### config.mk
export PLATFORM = sky130hd
export DESIGN_NAME = tcw_seq
export DESIGN_NICKNAME = d
export VERILOG_FILES = /design/src/rtl/core/text_console_writer_macros.svh /design/src/rtl/core/tcw_pkg.sv /design/src/rtl/core/tcw_seq.sv
export SDC_FILE = /design/constraint.sdc
export NUM_CORES = 1
export LEC_CHECK = 0
export ABC_AREA = 1
export BUFFER_PORTS_ARGS = -buffer_cell sky130_fd_sc_hd__buf_2
export CAP_MARGIN = 20
export CELL_PAD_IN_SITES_DETAIL_PLACEMENT = 2
export CELL_PAD_IN_SITES_GLOBAL_PLACEMENT = 2
export CORE_MARGIN = 2
export CORE_UTILIZATION = 28
export CTS_CLUSTER_DIAMETER = 150
export DETAILED_ROUTE_END_ITERATION = 16
export PLACE_DENSITY = 0.87
export SLEW_MARGIN = 30
export SYNTH_ARGS = -nofsm -noshare
export SYNTH_HDL_FRONTEND = slang
export SYNTH_SLANG_ARGS = --single-unit
### constraint.sdc
create_clock -name clock -period 3.2 [get_ports clock]
set_clock_uncertainty 0.2 [all_clocks]
set_input_delay 0.32 -clock clock [delete_from_list [all_inputs] [get_ports clock]]
set_output_delay 0.32 -clock clock [all_outputs]
set_load 0.1 [all_outputs]
### src/rtl/core/text_console_writer_macros.svh
// ----------------------------------------------------------------------------
// Text console writer assertion macros
// Concurrent assertion wrappers clocked on clock and disabled during reset.
// ----------------------------------------------------------------------------
`ifndef TEXT_CONSOLE_WRITER_MACROS_SVH
`define TEXT_CONSOLE_WRITER_MACROS_SVH

`ifndef SYNTHESIS
// A property that holds at every clock edge outside reset.
`define TCW_ASSERT(label, prop, msg) \
   label: assert property (@(posedge clock) disable iff (reset) prop) else $error(msg);
// A condition that must be followed by another one in the next cycle.
`define TCW_ASSERT_NEXT(label, pre, post, msg) \
   label: assert property (@(posedge clock) disable iff (reset) (pre) |=> (post)) else $error(msg);
`else
`define TCW_ASSERT(label, prop, msg)
`define TCW_ASSERT_NEXT(label, pre, post, msg)
`endif

`endif

### src/rtl/core/tcw_pkg.sv
// ----------------------------------------------------------------------------
// Text console writer package
// Geometry constants, operation codes and shared types of the console engine.
// ----------------------------------------------------------------------------
package tcw_pkg;

   // Screen geometry.
   localparam int COLUMNS    = 80;
   localparam int ROWS       = 25;
   localparam int CELL_COUNT = ROWS * COLUMNS;

   // Internal widths follow from the geometry.
   localparam int ADDR_W = $clog2(CELL_COUNT);
   localparam int COL_W  = $clog2(COLUMNS + 1);
   localparam int ROW_W  = $clog2(ROWS);

   // Fixed field widths of the stream payloads.
   localparam int OP_W       = 2;
   localparam int CHAR_W     = 8;
   localparam int COLOR_W    = 8;
   localparam int INDEX_W    = 11;
   localparam int ROW_PORT_W = 5;
   localparam int COL_PORT_W = 7;
   localparam int CELL_W     = CHAR_W + COLOR_W;
   localparam int REQ_DATA_W = 32;
   localparam int RSP_DATA_W = 32;

   // Width for address sums and index compares, one bit of headroom.
   localparam int CMP_W = ((ADDR_W > INDEX_W) ? ADDR_W : INDEX_W) + 1;

   // Operation codes carried on the request tuser.
   localparam logic [OP_W-1:0] OP_PUT   = 2'd0;
   localparam logic [OP_W-1:0] OP_CLEAR = 2'd1;
   localparam logic [OP_W-1:0] OP_READ  = 2'd2;

   // Character codes with a special meaning.
   localparam logic [CHAR_W-1:0] NUL_CODE     = 8'd0;
   localparam logic [CHAR_W-1:0] NEWLINE_CODE = 8'd10;

   // Sequencer states.
   typedef enum logic [2:0] {
      ST_IDLE  = 3'b001,
      ST_READ  = 3'b010,
      ST_SWEEP = 3'b100
   } state_type;

   // Cell store access issued by the sequencer.
   typedef struct packed {
      logic              wr_en;
      logic [ADDR_W-1:0] wr_addr;
      logic [CELL_W-1:0] wr_data;
      logic [ADDR_W-1:0] rd_addr;
   } ram_req_type;

   // One result item.
   typedef struct packed {
      logic [CHAR_W-1:0]     cell_char;
      logic [COLOR_W-1:0]    cell_color;
      logic [ROW_PORT_W-1:0] cursor_row;
      logic [COL_PORT_W-1:0] cursor_col;
   } result_type;

   // Sequencer status seen by the top level.
   typedef struct packed {
      logic idle;
      logic sweeping;
      logic res_valid;
   } seq_status_type;

endpackage

### src/rtl/core/tcw_seq.sv
// ----------------------------------------------------------------------------
// Text console sequencer
// Holds the cursor and the scroll base, decodes operations and drives the
// cell store: cell writes, cell reads and sweeps that blank a row or the
// whole screen.
// ----------------------------------------------------------------------------
module tcw_seq import tcw_pkg::*; (
   input  logic                 clock,
   input  logic                 reset,
   input  logic                 req_valid,
   output logic                 req_ready,
   input  logic [OP_W-1:0]      req_op,
   input  logic [CHAR_W-1:0]    req_char,
   input  logic [COLOR_W-1:0]   req_color,
   input  logic [INDEX_W-1:0]   req_index,
   output ram_req_type          ram_req,
   input  logic [CELL_W-1:0]    ram_rd_data,
   output result_type           res,
   input  logic                 res_take,
   output seq_status_type       status
);

   state_type         state_ff, state_in;
   logic [ROW_W-1:0]  row_ff, row_in;
   logic [COL_W-1:0]  col_ff, col_in;
   // Physical address of logical row 0 and of the cursor row.
   logic [ADDR_W-1:0] base_ff, base_in;
   logic [ADDR_W-1:0] row_start_ff, row_start_in;
   // Sweep pointer and its last address.
   logic [ADDR_W-1:0] sweep_addr_ff, sweep_addr_in;
   logic [ADDR_W-1:0] sweep_last_ff, sweep_last_in;
   logic              rd_ok_ff, rd_ok_in;
   logic              res_valid_ff, res_valid_in;
   result_type        res_ff, res_in;

   logic              accept;
   logic              go_next;
   logic              post_res;
   logic [CHAR_W-1:0] post_char;
   logic [COLOR_W-1:0] post_color;
   logic [CMP_W-1:0]  idx_ext;
   logic [CMP_W-1:0]  rd_sum;
   logic [CMP_W-1:0]  base_sum;
   logic [CMP_W-1:0]  row_sum;
   logic [ADDR_W-1:0] base_next;
   logic [ADDR_W-1:0] row_start_next;
   logic              idx_ok;

   assign req_ready = (state_ff == ST_IDLE) && !res_valid_ff;
   assign accept    = req_valid && req_ready;

   // Address arithmetic: read index mapped through the scroll base, and the
   // next row start for both the base and the cursor row, wrapping at the end.
   always_comb begin
      idx_ext   = CMP_W'(req_index);
      idx_ok    = idx_ext < CMP_W'(CELL_COUNT);
      rd_sum    = idx_ext + CMP_W'(base_ff);
      base_sum  = CMP_W'(base_ff) + CMP_W'(COLUMNS);
      row_sum   = CMP_W'(row_start_ff) + CMP_W'(COLUMNS);
      base_next = (base_sum >= CMP_W'(CELL_COUNT)) ?
                  ADDR_W'(base_sum - CMP_W'(CELL_COUNT)) : ADDR_W'(base_sum);
      row_start_next = (row_sum >= CMP_W'(CELL_COUNT)) ?
                       ADDR_W'(row_sum - CMP_W'(CELL_COUNT)) : ADDR_W'(row_sum);
   end

   // Operation decode and next state.
   always_comb begin
      state_in      = state_ff;
      row_in        = row_ff;
      col_in        = col_ff;
      base_in       = base_ff;
      row_start_in  = row_start_ff;
      sweep_addr_in = sweep_addr_ff;
      sweep_last_in = sweep_last_ff;
      rd_ok_in      = rd_ok_ff;
      res_valid_in  = res_valid_ff && !res_take;
      res_in        = res_ff;
      go_next       = 1'b0;
      post_res      = 1'b0;
      post_char     = '0;
      post_color    = '0;

      ram_req.wr_en   = 1'b0;
      ram_req.wr_addr = ADDR_W'(CMP_W'(row_start_ff) + CMP_W'(col_ff));
      ram_req.wr_data = {req_color, req_char};
      ram_req.rd_addr = (rd_sum >= CMP_W'(CELL_COUNT)) ?
                        ADDR_W'(rd_sum - CMP_W'(CELL_COUNT)) : ADDR_W'(rd_sum);

      case (state_ff)
         ST_IDLE: begin
            if (accept) begin
               case (req_op)
                  OP_PUT: begin
                     post_res = 1'b1;
                     if (req_char == NEWLINE_CODE) begin
                        go_next = 1'b1;
                     end else if (req_char != NUL_CODE) begin
                        ram_req.wr_en = 1'b1;
                        if (col_ff == COL_W'(COLUMNS - 1)) begin
                           go_next = 1'b1;
                        end else begin
                           col_in = col_ff + COL_W'(1);
                        end
                     end
                  end
                  OP_CLEAR: begin
                     post_res      = 1'b1;
                     row_in        = '0;
                     col_in        = '0;
                     base_in       = '0;
                     row_start_in  = '0;
                     sweep_addr_in = '0;
                     sweep_last_in = ADDR_W'(CELL_COUNT - 1);
                     state_in      = ST_SWEEP;
                  end
                  OP_READ: begin
                     rd_ok_in = idx_ok;
                     state_in = ST_READ;
                  end
                  default: begin
                     post_res = 1'b1;
                  end
               endcase
            end
         end
         ST_READ: begin
            // Read data from the cell store arrives in the cycle after the address.
            post_res   = 1'b1;
            post_char  = rd_ok_ff ? ram_rd_data[CHAR_W-1:0] : '0;
            post_color = rd_ok_ff ? ram_rd_data[CELL_W-1:CHAR_W] : '0;
            state_in   = ST_IDLE;
         end
         ST_SWEEP: begin
            ram_req.wr_en   = 1'b1;
            ram_req.wr_addr = sweep_addr_ff;
            ram_req.wr_data = '0;
            if (sweep_addr_ff == sweep_last_ff) begin
               state_in = ST_IDLE;
            end else begin
               sweep_addr_in = sweep_addr_ff + ADDR_W'(1);
            end
         end
         default: begin
            state_in = ST_IDLE;
         end
      endcase

      // Move to the next row; below the last row the screen scrolls by
      // advancing the base, and the old top row is blanked as the new last row.
      if (go_next) begin
         col_in = '0;
         if (row_ff == ROW_W'(ROWS - 1)) begin
            base_in       = base_next;
            row_start_in  = base_ff;
            sweep_addr_in = base_ff;
            sweep_last_in = ADDR_W'(CMP_W'(base_ff) + CMP_W'(COLUMNS - 1));
            state_in      = ST_SWEEP;
         end else begin
            row_in       = row_ff + ROW_W'(1);
            row_start_in = row_start_next;
         end
      end

      // Post the result with the cursor after the operation.
      if (post_res) begin
         res_valid_in      = 1'b1;
         res_in.cell_char  = post_char;
         res_in.cell_color = post_color;
         res_in.cursor_row = ROW_PORT_W'(row_in);
         res_in.cursor_col = COL_PORT_W'(col_in);
      end
   end

   // Control registers; reset starts a full clearing sweep.
   always_ff @(posedge clock) begin
      if (reset) begin
         state_ff      <= ST_SWEEP;
         row_ff        <= '0;
         col_ff        <= '0;
         base_ff       <= '0;
         row_start_ff  <= '0;
         sweep_addr_ff <= '0;
         sweep_last_ff <= ADDR_W'(CELL_COUNT - 1);
         res_valid_ff  <= 1'b0;
      end else begin
         state_ff      <= state_in;
         row_ff        <= row_in;
         col_ff        <= col_in;
         base_ff       <= base_in;
         row_start_ff  <= row_start_in;
         sweep_addr_ff <= sweep_addr_in;
         sweep_last_ff <= sweep_last_in;
         res_valid_ff  <= res_valid_in;
      end
   end

   // Payload registers.
   always_ff @(posedge clock) begin
      rd_ok_ff <= rd_ok_in;
      res_ff   <= res_in;
   end

   assign res              = res_ff;
   assign status.idle      = (state_ff == ST_IDLE);
   assign status.sweeping  = (state_ff == ST_SWEEP);
   assign status.res_valid = res_valid_ff;

endmodule

==> out/metrics.cfg <==
[global_route]
grt_max_degree=40
overflow=0
antenna_found_initial=0
grt_pass1_vias=7965
grt_pass1_wl_um=43700
track_usage=0.230

[logic_synthesis]
synth_top_area_share=0.185
syn_avg_cell_area_um2=6.62
netlist_instances=980
synth_warnings=0
ys_types=48
syn-cell-area_um2=6490
synthArstFlopShare=0
syn_nets=1065
synth.area.top_cells=dfxtp_1 (19%), nand2_1 (15%), edfxtp_1 (13%)
yosysTopAreaCell=dfxtp_1
synthFlopType=dfxtp_1
ys_seq_area_frac=0.319
yosys-top-cells-count=nand2_1 (265), inv_1 (167), nor2_1 (102)
synth-edff-count=29
yosysMostFrequentCell=nand2_1
ys_seq_elements=89

[run]
drv_cap=0

[routing]
drt_pre_antenna_iters=5
route.detailed.drc=0
antenna_left=0
finalWirelength_um=28500
wl_per_cell_um=19.9
vias=7308
avgViaCountPerCell=5.11
drt-initial-drc-count=429

[hold_path]
hp-class=primary input to register
hold_start=reset
min_to=col_ff[0]
hold_depth=2

[clock_tree]
ctsHoldBuffers=0
clock_latency_ns=0.37
cts_buffers=9
cts-htree-levels=3
tritoncts=built
cts.clk_slew.worst_paths_ns=0.08
clock_path_buffers=2
root_buffer=clkbuf_16
cts.sinks=89

[sta]
final.setup.worst_slack_ns=-0.378
rsz0062_at_grt=yes
slew_headroom=0.554
min_period_ns=3.58
finalHoldViolCount=0
max_freq_ghz=0.279
tightest_slew_ns=0.666
drv_slew=0
period_share=1.12
setup-violations-final=7

[finish]
fin_nets=1224
area_growth_pct=30.1
drive_gt1_frac=0.227
final_util=0.372
antenna_cells=0

[worst_setup_path]
timing.rr.end=base_ff[4]
critPathRequiredTime_ns=2.68
ff2ff_setup_slack_ns=0.38
cp-end-kind=primary output
worst-setup-path-type=register to primary output
cp-start-kind=register
cp_max_fo=4
reg2reg_depth=12
regToRegStartpoint=col_ff[0]
worstPathArrival_ns=3.06

[placement]
hpwl_um=20500
place_ws_ns=-0.322
port-buffer-count=119
gp_congestion=0.842

[die]
std_cell_rows=55
dieHeight_um=156
fp.dieW_um=156
core-area_um2=22700
initial_utilization=0.286
io_pins=120
dieArea_um2=24400

[run_status]
outcome=finished, violations left
violations=setup timing

[power_and_ir_drop]
ir_drop_uv=293
p_leak_nw=4.22
powerDensity_nw_per_um2=376

-- layout make-up --
class / instances / area [um^2]
clock buffers: 9 / 225
clock inverters: 7 / 61.3
fillers: 2699 / 14300
inverters: 170 / 639
multi-input cells: 703 / 3990
flip-flops and latches: 89 / 2080
well taps: 285 / 357
repair buffers: 166 / 1090
-- sequential cells by signal (all words and copies together), names as in the netlist --
signal         flops
sweep_addr_ff     11
base_ff           11
col_ff             7
res               28
row_ff             5
rd_ok_ff           1
row_start_ff      11
state_ff           3
sweep_last_ff     11
res_valid_ff       1
-- cell families after synthesis --
family                   share of synthesized area
AND/OR/NAND/NOR                              0.356
buffers and inverters                        0.112
AO/OA/AOI/OAI                               0.0928
flip-flops                                   0.319
XOR/XNOR                                    0.0486
adder cells (fa/ha/maj)                     0.0718
-- critical path, cell delays in order, from the launching register on --
cell and delay, ns:
dfxtp_2 0.36, ha_4 0.14, inv_2 0.04, fa_2 0.36, inv_2 0.08, nand3_2 0.08, nand2_4 0.12, xor2_4 0.18
ha_2 0.21, nand4_1 0.11, o21ai_2 0.23, nand4_4 0.16, buf_6 0.17, nand3b_1 0.18, nand2_8 0.07, buf_12 0.17
-- per-layer routing --
metal | up-vias | GRT usage | wire (um)
met1 | 3645 | 0.262 | 11800
met5 | - | 0 | 0
met3 | 51 | 0.0336 | 1050
li1 | 3431 | - | -
met2 | 181 | 0.430 | 14800
met4 | 0 | 0.0887 | 869
-- worst max-delay path by stage --
stage | start | end | slack, ns | cells after the start
floorplan | state_ff[1] | ram_req[27] | -0.43 | 4
global placement | req_index[0] | ram_req[7] | -0.06 | 16
detailed placement | req_index[0] | ram_req[9] | -0.32 | 16
CTS | base_ff[0] | ram_req[8] | -0.35 | 15
global route | base_ff[2] | ram_req[7] | -0.51 | 15
finish | base_ff[0] | ram_req[7] | -0.38 | 15
-- cells in the final DEF, fill, tap and decap left out, drive strengths merged, types with 22 or more instances in the layout --
master and count:
nor2 109, xor2 29, dfxtp 60, o21ai 54, buf 164, nand2 272, nor3 22, a21oi 36
inv 172, edfxtp 29, nand3 78, ha 34
-- report_power, final --
part,internal (W),switching (W),total [W]
sequential,0.00117,0.0000203,0.00119
clock,0.000542,0.000554,0.00110
combinational,0.000181,0.000699,0.000880
-- timing repair --
action | in CTS | in global routing
resized for setup | 33 | 26
endpoints found under the setup margin | 11 | 12
buffers inserted | 6 | 2
pin swaps | 9 | 10
-- stage by stage --
step                area (um^2)  power, W  std cells  setup TNS [ns]  hold slack [ns]
CTS                        8350   0.00317       1427           -2.13          0.00588
floorplan                  6620   0.00186        980           -4.70            0.245
global route               8440   0.00329       1429           -3.31           0.0117
finish                     8440   0.00317       1429           -2.41           0.0243
global placement           7900   0.00206       1405          -0.241            0.259
detailed placement         7900   0.00208       1405           -2.12            0.283
(Power assumes the default switching activity.)
